**config.mk**
```make
export PLATFORM = sky130hd
export DESIGN_NAME = expression_lexer_validator
export DESIGN_NICKNAME = d
export VERILOG_FILES = /design/src/hw/rtl/elv_pkg.sv /design/src/hw/rtl/elv_front.sv /design/src/hw/rtl/elv_queue.sv /design/src/hw/rtl/elv_back.sv /design/src/hw/rtl/expression_lexer_validator.sv
export SDC_FILE = /design/constraint.sdc
export NUM_CORES = 1
export LEC_CHECK = 0
export BUFFER_PORTS_ARGS = -buffer_cell sky130_fd_sc_hd__clkbuf_2
export CAP_MARGIN = 15
export CORE_ASPECT_RATIO = 0.7
export CORE_MARGIN = 2
export CORE_UTILIZATION = 25
export DETAILED_ROUTE_END_ITERATION = 8
export PLACE_DENSITY = 0.44
export SLEW_MARGIN = 30
export SYNTH_ARGS = -nofsm -noshare
export SYNTH_HDL_FRONTEND = slang
export SYNTH_HIERARCHICAL = 1
export SYNTH_SLANG_ARGS = --single-unit
```
**constraint.sdc**
```tcl
create_clock -name clock -period 11.5 [get_ports clock]
set_input_delay 1.725 -clock clock [delete_from_list [all_inputs] [get_ports clock]]
set_output_delay 1.725 -clock clock [all_outputs]
set_load 0.03 [all_outputs]
```
**src/hw/rtl/elv_pkg.sv**
```systemverilog
package elv_pkg;

   // Field widths of one result
   localparam int KIND_WIDTH    = 4;
   localparam int START_WIDTH   = 12;
   localparam int LENGTH_WIDTH  = 13;
   localparam int VERDICT_WIDTH = 4;

   // Results one input character can cause at most
   localparam int SLOTS = 3;
   localparam int SLOT_INDEX_WIDTH = 2;

   // Entries in the queue between tokenizer and checker
   localparam int QUEUE_DEPTH = 4;
   localparam int QUEUE_INDEX_WIDTH = 2;
   localparam int QUEUE_COUNT_WIDTH = 3;

   typedef logic [KIND_WIDTH-1:0]    kind_type;
   typedef logic [VERDICT_WIDTH-1:0] verdict_type;

   // Token kinds
   localparam kind_type K_NUM   = 4'd0;
   localparam kind_type K_VAR   = 4'd1;
   localparam kind_type K_PLUS  = 4'd2;
   localparam kind_type K_MINUS = 4'd3;
   localparam kind_type K_TIMES = 4'd4;
   localparam kind_type K_DIV   = 4'd5;
   localparam kind_type K_MOD   = 4'd6;
   localparam kind_type K_POW   = 4'd7;
   localparam kind_type K_LPAR  = 4'd8;
   localparam kind_type K_RPAR  = 4'd9;
   localparam kind_type K_UNK   = 4'd10;

   // Line verdicts
   localparam verdict_type V_OK      = 4'd0;
   localparam verdict_type V_PAREN   = 4'd1;
   localparam verdict_type V_START   = 4'd2;
   localparam verdict_type V_UNKNOWN = 4'd3;
   localparam verdict_type V_RPNUM   = 4'd4;
   localparam verdict_type V_NUMNUM  = 4'd5;
   localparam verdict_type V_SYNTAX  = 4'd6;
   localparam verdict_type V_RPLP    = 4'd7;
   localparam verdict_type V_END     = 4'd8;

   // Characters
   localparam logic [7:0] CH_DOLLAR = 8'h24;
   localparam logic [7:0] CH_MOD    = 8'h25;
   localparam logic [7:0] CH_LPAR   = 8'h28;
   localparam logic [7:0] CH_RPAR   = 8'h29;
   localparam logic [7:0] CH_TIMES  = 8'h2A;
   localparam logic [7:0] CH_PLUS   = 8'h2B;
   localparam logic [7:0] CH_MINUS  = 8'h2D;
   localparam logic [7:0] CH_POINT  = 8'h2E;
   localparam logic [7:0] CH_DIV    = 8'h2F;
   localparam logic [7:0] CH_ZERO   = 8'h30;
   localparam logic [7:0] CH_NINE   = 8'h39;
   localparam logic [7:0] CH_POW    = 8'h5E;

   // One pending result: a token, or the verdict of the line
   typedef struct packed {
      logic                    is_verdict;
      kind_type                kind;
      logic [START_WIDTH-1:0]  start;
      logic [LENGTH_WIDTH-1:0] length;
   } slot_type;

   // All results of one input character, packed from slot 0 up
   typedef struct packed {
      slot_type [SLOTS-1:0]        slots;
      logic [SLOT_INDEX_WIDTH-1:0] count;
   } entry_type;

   // Variables behave as numbers in every adjacency check
   function automatic logic numeric_kind(input kind_type k);
      numeric_kind = (k == K_NUM) || (k == K_VAR);
   endfunction

endpackage

```
**src/hw/rtl/elv_front.sv**
```systemverilog
module elv_front #(
   parameter int MAX_LINE = 4096
) (
   input  logic                clock,
   input  logic                reset,
   input  logic                req_push,
   input  logic [7:0]          req_char_code,
   input  logic                req_has_char,
   input  logic                req_end_of_line,
   input  logic                q_full,
   output logic                req_full,
   output logic                q_push,
   output elv_pkg::entry_type  q_entry
);
   import elv_pkg::*;

   localparam int PW = $clog2(MAX_LINE + 1);

   function automatic logic is_digit(input logic [7:0] c);
      is_digit = (c >= CH_ZERO) && (c <= CH_NINE);
   endfunction

   function automatic logic var_stop(input logic [7:0] c);
      var_stop = (c == CH_PLUS) || (c == CH_MOD) || (c == CH_LPAR) || (c == CH_RPAR) ||
                 (c == CH_DIV) || (c == CH_TIMES) || (c == CH_POW);
   endfunction

   logic [PW-1:0] position_ff, position_in;
   logic          open_active_ff, open_active_in;
   kind_type      open_kind_ff, open_kind_in;
   logic [PW-1:0] open_start_ff, open_start_in;
   logic          point_seen_ff, point_seen_in;
   kind_type      prev_kind_ff, prev_kind_in;
   logic          any_token_ff, any_token_in;

   logic          accept;
   logic          in_range;
   logic          extend;
   logic          close_old;
   kind_type      prev_eff;
   logic          any_eff;
   kind_type      k;
   logic          opens;
   logic          new_tok;
   logic          opens_tok;
   logic          single;
   logic [PW-1:0] position_nx;
   logic          open_act1;
   kind_type      kind1;
   logic [PW-1:0] start1;
   logic          close_eol;
   logic [3:0]    cand_valid;
   slot_type      cand [4];
   entry_type     entry;

   assign req_full = q_full;
   assign accept   = req_push && !q_full;

   always_comb begin
      logic [SLOT_INDEX_WIDTH-1:0] n;

      in_range = req_has_char && (position_ff < PW'(MAX_LINE));

      extend = 1'b0;
      if (open_active_ff) begin
         if (open_kind_ff == K_NUM) begin
            extend = is_digit(req_char_code) ||
                     ((req_char_code == CH_POINT) && !point_seen_ff);
         end else begin
            extend = !var_stop(req_char_code);
         end
      end
      extend    = extend && in_range;
      close_old = in_range && open_active_ff && !extend;

      // unary minus sees the token just closed by this character
      prev_eff = close_old ? open_kind_ff : prev_kind_ff;
      any_eff  = close_old || any_token_ff;

      k     = K_UNK;
      opens = 1'b0;
      case (req_char_code)
         CH_DOLLAR: begin
            k     = K_VAR;
            opens = 1'b1;
         end
         CH_PLUS:  k = K_PLUS;
         CH_TIMES: k = K_TIMES;
         CH_DIV:   k = K_DIV;
         CH_MOD:   k = K_MOD;
         CH_POW:   k = K_POW;
         CH_LPAR:  k = K_LPAR;
         CH_RPAR:  k = K_RPAR;
         CH_MINUS: begin
            if (!any_eff || (!numeric_kind(prev_eff) && prev_eff != K_RPAR)) begin
               k     = K_NUM;
               opens = 1'b1;
            end else begin
               k = K_MINUS;
            end
         end
         default: begin
            if (is_digit(req_char_code)) begin
               k     = K_NUM;
               opens = 1'b1;
            end
         end
      endcase

      new_tok     = in_range && !extend;
      opens_tok   = new_tok && opens;
      single      = new_tok && !opens;
      position_nx = position_ff + PW'(in_range);
      open_act1   = in_range ? (extend || opens_tok) : open_active_ff;
      kind1       = opens_tok ? k : open_kind_ff;
      start1      = opens_tok ? position_ff : open_start_ff;
      close_eol   = req_end_of_line && open_act1;

      cand_valid = {req_end_of_line, close_eol, single, close_old};

      cand[0].is_verdict = 1'b0;
      cand[0].kind       = open_kind_ff;
      cand[0].start      = START_WIDTH'(open_start_ff);
      cand[0].length     = LENGTH_WIDTH'(position_ff - open_start_ff);

      cand[1].is_verdict = 1'b0;
      cand[1].kind       = k;
      cand[1].start      = START_WIDTH'(position_ff);
      cand[1].length     = LENGTH_WIDTH'(1);

      cand[2].is_verdict = 1'b0;
      cand[2].kind       = kind1;
      cand[2].start      = START_WIDTH'(start1);
      cand[2].length     = LENGTH_WIDTH'(position_nx - start1);

      cand[3].is_verdict = 1'b1;
      cand[3].kind       = K_NUM;
      cand[3].start      = START_WIDTH'(position_nx);
      cand[3].length     = '0;

      // at most three candidates are ever valid together
      entry = '0;
      n     = '0;
      for (int i = 0; i < 4; i++) begin
         if (cand_valid[i]) begin
            entry.slots[n] = cand[i];
            n              = n + SLOT_INDEX_WIDTH'(1);
         end
      end
      entry.count = n - SLOT_INDEX_WIDTH'(1);
   end

   assign q_push  = accept && (cand_valid != 4'b0000);
   assign q_entry = entry;

   always_comb begin
      position_in    = position_ff;
      open_active_in = open_active_ff;
      open_kind_in   = open_kind_ff;
      open_start_in  = open_start_ff;
      point_seen_in  = point_seen_ff;
      prev_kind_in   = prev_kind_ff;
      any_token_in   = any_token_ff;
      if (accept) begin
         if (req_end_of_line) begin
            position_in    = '0;
            open_active_in = 1'b0;
            open_kind_in   = K_NUM;
            open_start_in  = '0;
            point_seen_in  = 1'b0;
            prev_kind_in   = K_NUM;
            any_token_in   = 1'b0;
         end else begin
            position_in    = position_nx;
            open_active_in = open_act1;
            open_kind_in   = kind1;
            open_start_in  = start1;
            if (opens_tok) begin
               point_seen_in = 1'b0;
            end else if (extend && req_char_code == CH_POINT) begin
               point_seen_in = 1'b1;
            end
            if (single) begin
               prev_kind_in = k;
               any_token_in = 1'b1;
            end else if (close_old) begin
               prev_kind_in = open_kind_ff;
               any_token_in = 1'b1;
            end
         end
      end
   end

   always_ff @(posedge clock) begin
      if (reset) begin
         position_ff    <= '0;
         open_active_ff <= 1'b0;
         open_kind_ff   <= K_NUM;
         open_start_ff  <= '0;
         point_seen_ff  <= 1'b0;
         prev_kind_ff   <= K_NUM;
         any_token_ff   <= 1'b0;
      end else begin
         position_ff    <= position_in;
         open_active_ff <= open_active_in;
         open_kind_ff   <= open_kind_in;
         open_start_ff  <= open_start_in;
         point_seen_ff  <= point_seen_in;
         prev_kind_ff   <= prev_kind_in;
         any_token_ff   <= any_token_in;
      end
   end

endmodule

```
**src/hw/rtl/elv_queue.sv**
```systemverilog
module elv_queue (
   input  logic                clock,
   input  logic                reset,
   input  logic                push,
   input  elv_pkg::entry_type  push_entry,
   input  logic                pop,
   output elv_pkg::entry_type  head_entry,
   output logic                not_empty,
   output logic                full
);
   import elv_pkg::*;

   entry_type                    store_ff [QUEUE_DEPTH];
   logic [QUEUE_INDEX_WIDTH-1:0] head_ff, head_in;
   logic [QUEUE_INDEX_WIDTH-1:0] tail_ff, tail_in;
   logic [QUEUE_COUNT_WIDTH-1:0] count_ff, count_in;
   logic                         do_push;
   logic                         do_pop;

   assign full       = (count_ff == QUEUE_COUNT_WIDTH'(QUEUE_DEPTH));
   assign not_empty  = (count_ff != '0);
   assign head_entry = store_ff[head_ff];
   assign do_push    = push && !full;
   assign do_pop     = pop && not_empty;

   always_comb begin
      head_in  = head_ff + QUEUE_INDEX_WIDTH'(do_pop);
      tail_in  = tail_ff + QUEUE_INDEX_WIDTH'(do_push);
      count_in = count_ff + QUEUE_COUNT_WIDTH'(do_push) - QUEUE_COUNT_WIDTH'(do_pop);
   end

   always_ff @(posedge clock) begin
      if (reset) begin
         head_ff  <= '0;
         tail_ff  <= '0;
         count_ff <= '0;
      end else begin
         head_ff  <= head_in;
         tail_ff  <= tail_in;
         count_ff <= count_in;
      end
   end

   always_ff @(posedge clock) begin
      if (do_push) begin
         store_ff[tail_ff] <= push_entry;
      end
   end

endmodule

```
**src/hw/rtl/elv_back.sv**
```systemverilog
module elv_back #(
   parameter int MAX_DEPTH = 255
) (
   input  logic                                  clock,
   input  logic                                  reset,
   input  logic                                  q_not_empty,
   input  elv_pkg::entry_type                    q_head,
   output logic                                  q_pop,
   input  logic                                  rsp_pop,
   output logic                                  rsp_empty,
   output logic [elv_pkg::KIND_WIDTH-1:0]        rsp_token_kind,
   output logic [elv_pkg::START_WIDTH-1:0]       rsp_token_start,
   output logic [elv_pkg::LENGTH_WIDTH-1:0]      rsp_token_length,
   output logic [elv_pkg::VERDICT_WIDTH-1:0]     rsp_verdict,
   output logic                                  rsp_is_last
);
   import elv_pkg::*;

   localparam int DW = $clog2(MAX_DEPTH + 1);

   logic                        out_valid_ff, out_valid_in;
   kind_type                    out_kind_ff, out_kind_in;
   logic [START_WIDTH-1:0]      out_start_ff, out_start_in;
   logic [LENGTH_WIDTH-1:0]     out_length_ff, out_length_in;
   verdict_type                 out_verdict_ff, out_verdict_in;
   logic                        out_last_ff, out_last_in;
   logic [SLOT_INDEX_WIDTH-1:0] sub_ff, sub_in;
   kind_type                    prev_kind_ff, prev_kind_in;
   logic                        any_token_ff, any_token_in;
   logic [DW-1:0]               depth_ff, depth_in;
   logic                        paren_fault_ff, paren_fault_in;
   verdict_type                 first_fault_ff, first_fault_in;

   logic        advance;
   logic        last_slot;
   slot_type    slot;
   verdict_type fault;
   verdict_type line_verdict;

   assign advance   = q_not_empty && (!out_valid_ff || rsp_pop);
   assign slot      = q_head.slots[sub_ff];
   assign last_slot = (sub_ff == q_head.count);
   assign q_pop     = advance && last_slot;

   // adjacency check of the token against the one before it
   always_comb begin
      fault = V_OK;
      if (!any_token_ff) begin
         if (slot.kind != K_LPAR && !numeric_kind(slot.kind)) begin
            fault = V_START;
         end
      end else if (slot.kind == K_UNK) begin
         fault = V_UNKNOWN;
      end else if (numeric_kind(slot.kind)) begin
         if (prev_kind_ff == K_RPAR) begin
            fault = V_RPNUM;
         end else if (numeric_kind(prev_kind_ff)) begin
            fault = V_NUMNUM;
         end
      end else if (slot.kind == K_LPAR) begin
         if (prev_kind_ff == K_RPAR) begin
            fault = V_RPLP;
         end
      end else if (!numeric_kind(prev_kind_ff) && prev_kind_ff != K_RPAR) begin
         fault = V_SYNTAX;
      end
   end

   always_comb begin
      if (paren_fault_ff || depth_ff != '0) begin
         line_verdict = V_PAREN;
      end else if (first_fault_ff != V_OK) begin
         line_verdict = first_fault_ff;
      end else if (!any_token_ff) begin
         line_verdict = V_START;
      end else if (!numeric_kind(prev_kind_ff) && prev_kind_ff != K_RPAR) begin
         line_verdict = V_END;
      end else begin
         line_verdict = V_OK;
      end
   end

   always_comb begin
      out_valid_in   = out_valid_ff && !rsp_pop;
      out_kind_in    = out_kind_ff;
      out_start_in   = out_start_ff;
      out_length_in  = out_length_ff;
      out_verdict_in = out_verdict_ff;
      out_last_in    = out_last_ff;
      sub_in         = sub_ff;
      prev_kind_in   = prev_kind_ff;
      any_token_in   = any_token_ff;
      depth_in       = depth_ff;
      paren_fault_in = paren_fault_ff;
      first_fault_in = first_fault_ff;
      if (advance) begin
         out_valid_in = 1'b1;
         sub_in       = last_slot ? '0 : sub_ff + SLOT_INDEX_WIDTH'(1);
         if (slot.is_verdict) begin
            out_kind_in    = K_NUM;
            out_start_in   = slot.start;
            out_length_in  = '0;
            out_verdict_in = line_verdict;
            out_last_in    = 1'b1;
            prev_kind_in   = K_NUM;
            any_token_in   = 1'b0;
            depth_in       = '0;
            paren_fault_in = 1'b0;
            first_fault_in = V_OK;
         end else begin
            out_kind_in    = slot.kind;
            out_start_in   = slot.start;
            out_length_in  = slot.length;
            out_verdict_in = V_OK;
            out_last_in    = 1'b0;
            prev_kind_in   = slot.kind;
            any_token_in   = 1'b1;
            if (first_fault_ff == V_OK) begin
               first_fault_in = fault;
            end
            if (slot.kind == K_LPAR) begin
               if (depth_ff >= DW'(MAX_DEPTH)) begin
                  paren_fault_in = 1'b1;
               end else begin
                  depth_in = depth_ff + DW'(1);
               end
            end else if (slot.kind == K_RPAR) begin
               if (depth_ff == '0) begin
                  paren_fault_in = 1'b1;
               end else begin
                  depth_in = depth_ff - DW'(1);
               end
            end
         end
      end
   end

   always_ff @(posedge clock) begin
      if (reset) begin
         out_valid_ff   <= 1'b0;
         sub_ff         <= '0;
         prev_kind_ff   <= K_NUM;
         any_token_ff   <= 1'b0;
         depth_ff       <= '0;
         paren_fault_ff <= 1'b0;
         first_fault_ff <= V_OK;
      end else begin
         out_valid_ff   <= out_valid_in;
         sub_ff         <= sub_in;
         prev_kind_ff   <= prev_kind_in;
         any_token_ff   <= any_token_in;
         depth_ff       <= depth_in;
         paren_fault_ff <= paren_fault_in;
         first_fault_ff <= first_fault_in;
      end
   end

   always_ff @(posedge clock) begin
      out_kind_ff    <= out_kind_in;
      out_start_ff   <= out_start_in;
      out_length_ff  <= out_length_in;
      out_verdict_ff <= out_verdict_in;
      out_last_ff    <= out_last_in;
   end

   assign rsp_empty        = !out_valid_ff;
   assign rsp_token_kind   = out_kind_ff;
   assign rsp_token_start  = out_start_ff;
   assign rsp_token_length = out_length_ff;
   assign rsp_verdict      = out_verdict_ff;
   assign rsp_is_last      = out_last_ff;

endmodule

```
**src/hw/rtl/expression_lexer_validator.sv**
```systemverilog
// Channel   | Ports                                             | Handshake
// ----------+---------------------------------------------------+---------------------------
// request   | req_char_code, req_has_char, req_end_of_line      | req_push, req_full
// result    | rsp_token_kind, rsp_token_start, rsp_token_length, | rsp_pop, rsp_empty
//           | rsp_verdict, rsp_is_last                          |
//
// One request is taken per cycle while the 4-entry queue between the tokenizer and
// the checker has room. Each request yields 0 to 3 results; the checker's output
// register hands out one result per cycle while rsp_pop is high and the queue holds entries.
// A result passes through a queue entry and then the checker's output register.
// Synchronous reset clears both halves; no clearing pass is needed.
// A stalled result side fills the queue, which then raises req_full.
module expression_lexer_validator #(
   parameter int MAX_LINE  = 4096,
   parameter int MAX_DEPTH = 255
) (
   input  logic                                  clock,
   input  logic                                  reset,
   input  logic                                  req_push,
   output logic                                  req_full,
   input  logic [7:0]                            req_char_code,
   input  logic                                  req_has_char,
   input  logic                                  req_end_of_line,
   input  logic                                  rsp_pop,
   output logic                                  rsp_empty,
   output logic [elv_pkg::KIND_WIDTH-1:0]        rsp_token_kind,
   output logic [elv_pkg::START_WIDTH-1:0]       rsp_token_start,
   output logic [elv_pkg::LENGTH_WIDTH-1:0]      rsp_token_length,
   output logic [elv_pkg::VERDICT_WIDTH-1:0]     rsp_verdict,
   output logic                                  rsp_is_last
);
   import elv_pkg::*;

   // tokenizer -> queue
   logic      q_push;
   entry_type q_entry;
   logic      q_full;
   // queue -> checker
   entry_type q_head;
   logic      q_not_empty;
   logic      q_pop;

   // Front: finds token boundaries, decides unary minus, tracks position.
   // It keeps its own copy of the last token kind for the unary minus rule.
   elv_front #(
      .MAX_LINE (MAX_LINE)
   ) u_front (
      .clock           (clock),
      .reset           (reset),
      .req_push        (req_push),
      .req_char_code   (req_char_code),
      .req_has_char    (req_has_char),
      .req_end_of_line (req_end_of_line),
      .q_full          (q_full),
      .req_full        (req_full),
      .q_push          (q_push),
      .q_entry         (q_entry)
   );

   // Short queue: one entry holds every result of one request.
   elv_queue u_queue (
      .clock      (clock),
      .reset      (reset),
      .push       (q_push),
      .push_entry (q_entry),
      .pop        (q_pop),
      .head_entry (q_head),
      .not_empty  (q_not_empty),
      .full       (q_full)
   );

   // Back: adjacency and nesting checks, first-fault capture, verdict,
   // and the output register that the result side pops from.
   elv_back #(
      .MAX_DEPTH (MAX_DEPTH)
   ) u_back (
      .clock            (clock),
      .reset            (reset),
      .q_not_empty      (q_not_empty),
      .q_head           (q_head),
      .q_pop            (q_pop),
      .rsp_pop          (rsp_pop),
      .rsp_empty        (rsp_empty),
      .rsp_token_kind   (rsp_token_kind),
      .rsp_token_start  (rsp_token_start),
      .rsp_token_length (rsp_token_length),
      .rsp_verdict      (rsp_verdict),
      .rsp_is_last      (rsp_is_last)
   );

endmodule

```
== Yosys cells after proc, flatten, opt, wreduce, memory -nomap -nowiden ==
Memories as Yosys holds them, arrays and structs flattened. A register that Yosys moved wholly into a read port is not among the register bits.
Cells that the tools add are included.

* Add/sub/neg operators: 14
* Order comparisons: 11
* Eq/ne operators: 25
* Multiplexer cells: 76
* Bitwise gates (word level): 1
* Reduce and logical (&&, ||, !) cells: 72

{| class="wikitable"
|+ Operators with widths
! cell !! number
|-
| 90-bit bitwise mux || 3
|-
| 90-bit 2-to-1 mux || 3
|-
| 30-bit demux with 2-bit select || 3
|-
| 30-bit 2-to-1 mux || 4
|-
| 8-bit by 6-bit equality test with 1-bit output, second input constant || 9
|-
| 4-bit 2-to-1 mux || 17
|-
| 30-bit binary-select mux with 2-bit select || 1
|-
| 8-bit 2-to-1 mux || 5
|-
| 13-bit 2-to-1 mux || 3
|-
| 4-bit one-hot mux with 9 select lines || 1
|-
| 29-bit 2-to-1 mux || 1
|-
| 13-bit subtractor || 2
|-
| 1-bit logical AND || 24
|-
| 1-bit 2-to-1 mux || 24
|-
| 4-bit logical NOT || 5
|-
| 4-bit equality test, second input constant || 4
|-
| 1-bit logical OR || 15
|-
| 3-bit nonzero test || 5
|-
| 2-bit 2-to-1 mux || 7
|-
| 13-bit by 1-bit adder with 13-bit output || 1
|-
| 13-bit < comparator, second input constant || 1
|-
| 4-bit by 1-bit equality test with 1-bit output, second input constant || 3
|-
| 4-bit != test, second input constant || 3
|-
| 1-bit logical NOT || 11
|-
| other kinds (31) || 44
|}

* Flip-flop bits (word level): 99
* Bits in writable memories: 368
* Output and inout bits: 36
* Logic and storage cells: 223
* Memories: 1

{| class="wikitable"
|+ Memories
! name !! depth !! bits a word !! rd ports !! clocked after memory_dff !! wr ports !! RTL line !! source
|-
| u_queue.store_ff || 4 || 92 || 1 || 1 || 1 || elv_queue.sv:13 || <nowiki>entry_type store_ff [QUEUE_DEPTH];</nowiki>
|}

== Logic depth before layout (Yosys ltp) ==
* Depth in word-level cells: 32
* Depth in mapped cells: 22
* Depth with buffers taken out: 19

== Modules after synthesis ==
The synthesis kept the hierarchy.

{| class="wikitable"
|+ Modules (own cells, without submodules)
! module !! instances !! cells an instance !! area each (um^2)
|-
| elv_queue || 1 || 516 || 13688.1
|-
| elv_front || 1 || 693 || 4834.6
|-
| elv_back || 1 || 298 || 2937.8
|}

== Worst setup path before layout ==
OpenSTA, ideal clock, no wires.

* Path kind: input to register
* From: in req_char_code[0]
* To: mem u_queue/store_ff[1][0] (netlist name) (enable)
* Setup time: 0.675 ns
* Arrival: 10.818 ns
* Required time: 10.825 ns
* Slack: 0.007 ns
* Stages on the path: 13
* Path buffers: 2
* Path through: clkbuf_1 and3b_1 nand4b_1 a21o_1 and3_1 o211ai_2 and3_1 buf_4 inv_1 ha_1 a21oi_1 or2b_2 nor3b_1

* Word-level cells in the longest chain between the ends: 30
* Elaborated cells between the ends (all ways): 53

{| class="wikitable"
|+ Ends and longest elaborated chain
! what !! RTL line !! source
|-
| start: declaration || expression_lexer_validator.sv:21 || <nowiki>input logic [7:0] req_char_code,</nowiki>
|-
| 8-bit by 6-bit equality test with 1-bit output || elv_front.sv:24, elv_front.sv:82 ||
|-
| 1-bit logical OR (4 in a row) || elv_front.sv:24 || <nowiki>var_stop = (c == CH_PLUS) || (c == CH_MOD) || (c == CH_LPAR) || (c == CH_RPAR) ||</nowiki>
|-
| 1-bit logical OR (2 in a row) || elv_front.sv:25 || <nowiki>(c == CH_DIV) || (c == CH_TIMES) || (c == CH_POW);</nowiki>
|-
| 1-bit logical NOT || elv_front.sv:70 || <nowiki>extend = !var_stop(req_char_code);</nowiki>
|-
| 1-bit 2-to-1 mux || elv_front.sv:66 || <nowiki>if (open_kind_ff == K_NUM) begin</nowiki>
|-
| 1-bit 2-to-1 mux || elv_front.sv:65 || <nowiki>if (open_active_ff) begin</nowiki>
|-
| 1-bit logical AND || elv_front.sv:73 || <nowiki>extend = extend && in_range;</nowiki>
|-
| 1-bit logical NOT || elv_front.sv:74, elv_front.sv:110 ||
|-
| [11 not listed] || - ||
|-
| 1-bit 2-to-1 mux || elv_front.sv:114 || <nowiki>open_act1 = in_range ? (extend || opens_tok) : open_active_ff;</nowiki>
|-
| 1-bit logical AND || elv_front.sv:117 || <nowiki>close_eol = req_end_of_line && open_act1;</nowiki>
|-
| 4-bit nonzero test (*) || elv_front.sv:153 || <nowiki>assign q_push = accept && (cand_valid != 4'b0000);</nowiki>
|-
| 1-bit logical AND (*) || elv_front.sv:153 ||
|-
| via q_push || expression_lexer_validator.sv:35 || <nowiki>logic q_push;</nowiki>
|-
| 1-bit logical AND (*) || elv_queue.sv:23 || <nowiki>assign do_push = push && !full;</nowiki>
|-
| 1-bit 2-to-1 mux (*) || elv_queue.sv:45 || <nowiki>if (do_push) begin</nowiki>
|-
| 1-bit 2-to-1 mux (not written as such) (*) || elv_queue.sv:46 || <nowiki>store_ff[tail_ff] <= push_entry;</nowiki>
|-
| end: declaration || elv_queue.sv:13 ||
|}

The timed path passes the listed nets; every way through them passes the cells marked *.

==> summary.txt <==
Placed design
  • Dpl ws: around 4.0 ns
  • Placer's final routability congestion estimate: roughly 0.83
  • Count of port buffers added during placement: between 40 and 50
  • HPWL after detailed placement: approximately 38000 um

Clocking
  • Number of levels in the clock H-tree: 2
  • Total of hold buffers inserted after clock tree synthesis: 0
  • Clock Sinks: approximately 470
  • Clock Pin Slew Worst Setup and Hold Paths: about 0.070 ns
  • Clock tree root driver cell: sky130_fd_sc_hd__clkbuf_16
  • Clock network latency to the later pin of the worst-skew pair: a little under 0.6 ns
  • Post-cts sizing count: 0
  • Deepest clock path buffer count: 3
  • Number of buffers inserted by post-CTS setup repair: 0
  • Total CTS buffers: between 40 and 50
  • Clock tree from TritonCTS: done

Routing
  • Number of DRC markers after the initial detailed-route iteration: 1217
  • Post-route DRC: 0
  • Vias per cell: between 4 and 5
  • Overall via count from detail_route: roughly 13000
  • Detail Route Antenna Nets: 0
  • Routed length per instance: 21.5 um
  • Wirelength, routed: 58600 um
  • Total iterations of the first detailed-routing run: 5

Power
  • PwrDens: 198 nW/um2
  • Fraction of power spent switching nets: between 30% and 40%
  • Sw Pwr: about 1500 uW
  • Combinational group share of total power: 23.9%
  • Leakage power: a little under 0.008 uW
  • Share of power burned in registers: a little under half
  • Clock Power Share: a little over 30%
  • Worst vdd ir: around 0.13 mV
  • Internal power component: 3310 uW

Timing
  • Total setup violations reported at the end of the flow: 0
  • Hold slack: 0.477 ns
  • Count of final max-slew check failures: 0
  • Max Fclk: roughly 0.14 GHz
  • Crit path time final: between 6 and 7 ns
  • Tightest Pin Transition: between 0.9 and 1 ns
  • Worst slew margin relative to its limit: between 30% and 40%
  • Setup repair after global routing missed its margin: no
  • Total Neg Setup Slack: 0 ns
  • Worst Skew: 0.0179 ns
  • Worst path setup slack after routing: approximately 4.6 ns
  • Period utilization: 60.1%
  • Count of endpoints failing hold in the final timing report: 0

Die
  • FP Rows: between 80 and 90
  • Height of the die: 249 um
  • Effective utilization at floorplan: roughly 25%
  • Die span in x: 354 um
  • Core area: about 85000 um2
  • Number of primary I/O pins: 50
  • Total die area: 88200 um2

Worst setup path
  • Required arrival time at the worst endpoint: between 10 and 15 ns
  • Crit. End Element: flip-flop
  • Highest net fanout along the worst path: 23
  • CP startpoint kind: input port
  • Slack of the worst reg-to-reg path: 5.75 ns
  • Kind of critical path: input port to flip-flop
  • Data arrival time at the worst-slack endpoint: between 7 and 8 ns
  • Cells on worst reg2reg path: 18

Global routing
  • Largest net degree at the start of global routing: 60
  • Antenna violations before repair: 1
  • Aggregate global-route resource usage: 13.2%
  • Number of global-route vias before repair: between 10000 and 15000
  • Wire length of the first global-routing pass: 87600 um
  • Grt ovf: 0

Yosys
  • Avg Cell Area, Syn: about 14 um2
  • Library cell occupying the most area in the post-synthesis netlist: sky130_fd_sc_hd__edfxtp_1
  • Cell variety after synth: 94
  • EDFF count, synth: between 400 and 500
  • Post-synthesis sequential element count: approximately 470
  • Predominant post-synthesis flop cell: sky130_fd_sc_hd__edfxtp_1
  • Post-synthesis instance total: 1507
  • Cells taking the most area after synthesis: sky130_fd_sc_hd__edfxtp_1 (56%), sky130_fd_sc_hd__mux4_2 (9.7%), sky130_fd_sc_hd__dfxtp_1 (6.0%), sky130_fd_sc_hd__ha_1 (2.4%), sky130_fd_sc_hd__nor2_1 (2.3%)
  • Post-synthesis instance area: ~21000 um2
  • Register area share after synthesis: between 60 and 70%
  • Number of nets in the synthesized netlist: 1567
  • Warnings from Yosys: 6
  • Share of synthesized flip-flops with an asynchronous set or reset: 0%
  • Fraction of post-synthesis cell area in the top cell type by area: 56.3%

Run status
  • Result of the run: finished, final reports clean

Worst hold path
  • Number of cells on the worst hold path: 2
  • Classification of the worst-slack hold path: flip-flop to flip-flop

Flow run
  • Maxcap violations: 0

Finish
  • Final-stage net count: 1616
  • Highest-count cells in the layout ignoring fill and taps: sky130_fd_sc_hd__edfxtp_1 (402), sky130_fd_sc_hd__nor2_1 (128), sky130_fd_sc_hd__nand2_1 (94), sky130_fd_sc_hd__mux4_2 (92), sky130_fd_sc_hd__a21oi_1 (73)
  • Most frequent standard cell in the layout excluding fill and tap cells: sky130_fd_sc_hd__edfxtp_1
  • Fraction of layout instances using a drive strength above 1: between 10% and 20%
  • Area growth from synthesis to layout: 13.8%
-- layer usage --
layer / up-vias / global-route usage, % / share of wire (%)
met3: 74 / 2.36 / 4.9
li1: 5939 / - / -
met1: 6751 / 20.4 / 51
met2: 328 / 19.0 / 42
met4: 0 / 2.57 / 1.6
met5: - / 0 / 0
-- sequential cells by signal (all words and copies together) (netlist names), 2 cells and up --
signal / cells
u_back/rsp_token_kind: 4
u_back/sub_ff: 2
u_queue/head_ff: 2
u_queue/store_ff: 368
u_front/position_ff: 13
u_back/first_fault_ff: 3
u_front/open_start_ff: 13
u_queue/count_ff: 3
u_back/rsp_verdict: 4
u_front/open_kind_ff: 4
u_back/rsp_token_start: 12
u_queue/tail_ff: 2
u_back/rsp_token_length: 13
u_front/prev_kind_ff: 4
u_back/prev_kind_ff: 4
u_back/depth_ff: 8
-- metrics by stage --
stage	cells	instance area [um2]	util, %	power [uW]
3_3_place_gp	2643	22900	27.1	3430
3_5_place_dp	2644	23000	27.1	3440
6_report	2732	24400	28.8	4840
2_1_floorplan	1507	21500	-	3080
4_1_cts	2731	24400	28.8	4930
5_1_grt	2731	24400	28.8	5100
-- path summary, 6_finish.rpt --
path	startpoint	end
worst min-delay path	u_front/any_token_ff	u_front/any_token_ff
worst min register to register	u_front/any_token_ff	u_front/any_token_ff
worst max register to register	u_front/open_kind_ff[1]	u_queue/store_ff[3][47]
worst max-delay path	req_char_code[7]	u_queue/store_ff[3][47]
-- cells in the mapped netlist (all sizes together), types with 7 or more instances --
master	number
nor4	7
nor2b	15
nor3	27
o2bb2ai	8
mux4	92
or2	14
nand2	94
dfxtp	64
buf	46
or3	9
nand2b	8
o21ai	73
ha	42
a211oi	10
edfxtp	402
nor2	129
nand3	40
o221ai	7
a21o	8
inv	45
o21a	12
mux2i	46
xnor2	28
xor2	21
nor3b	9
o22ai	7
clkbuf	32
and3	19
a221o	8
a21oi	74
a22oi	12
-- cell type report --
| type | instances | area, um2 |
|---|---|---|
| Antenna cell | 1 | 2.50 |
| Clock buffer | 59 | 1250 |
| Clock inverter | 28 | 195 |
| Fill cell | 8611 | 60200 |
| Inverter | 48 | 181 |
| Multi-Input combinational cell | 915 | 7510 |
| Sequential cell | 466 | 13400 |
| Tap cell | 1137 | 1420 |
| Timing Repair Buffer | 78 | 490 |
-- power by group through the flow --
stage	registers, uW	logic, uW	clock network, uW
3_3_place_gp	2250	1180	0
5_1_grt	2250	1270	1590
2_1_floorplan	2380	697	0
3_5_place_dp	2260	1180	0
6_report	2220	1160	1470
4_1_cts	2230	1190	1520
-- critical path: stages --
cell	delay (ns)
sky130_fd_sc_hd__clkbuf_2	0.12
sky130_fd_sc_hd__nor4b_4	0.45
sky130_fd_sc_hd__nand4b_1	0.22
sky130_fd_sc_hd__a21o_1	0.21
sky130_fd_sc_hd__and3_1	0.17
sky130_fd_sc_hd__buf_4	0.22
sky130_fd_sc_hd__o211ai_2	0.39
sky130_fd_sc_hd__and3_1	0.54
sky130_fd_sc_hd__inv_1	0.14
sky130_fd_sc_hd__ha_1	0.24
sky130_fd_sc_hd__o211ai_1	0.25
sky130_fd_sc_hd__a31o_2	0.47
sky130_fd_sc_hd__o21ai_0	0.28
sky130_fd_sc_hd__ha_1	0.25
sky130_fd_sc_hd__nand2_1	0.09
sky130_fd_sc_hd__clkinv_1	0.29
sky130_fd_sc_hd__nor3_2	0.76
sky130_fd_sc_hd__o21ai_0	0.22
sky130_fd_sc_hd__o221ai_1	0.20
-- logic make-up (layout without fill, tap and decap cells) --
kind of cell	count (synthesis)	count (layout)	synth area share (%)
adders and majority gates	46	46	2.82
DFF	466	466	62.2
other	0	1	0
muxes	139	139	11.9
buffers and inverters	126	213	3.07
AOI/OAI and AO/OA	282	282	8.91
xor gates and xnor gates	49	49	2.00
and+or+nand+nor	399	399	9.13
(Power assumes the default switching activity.)
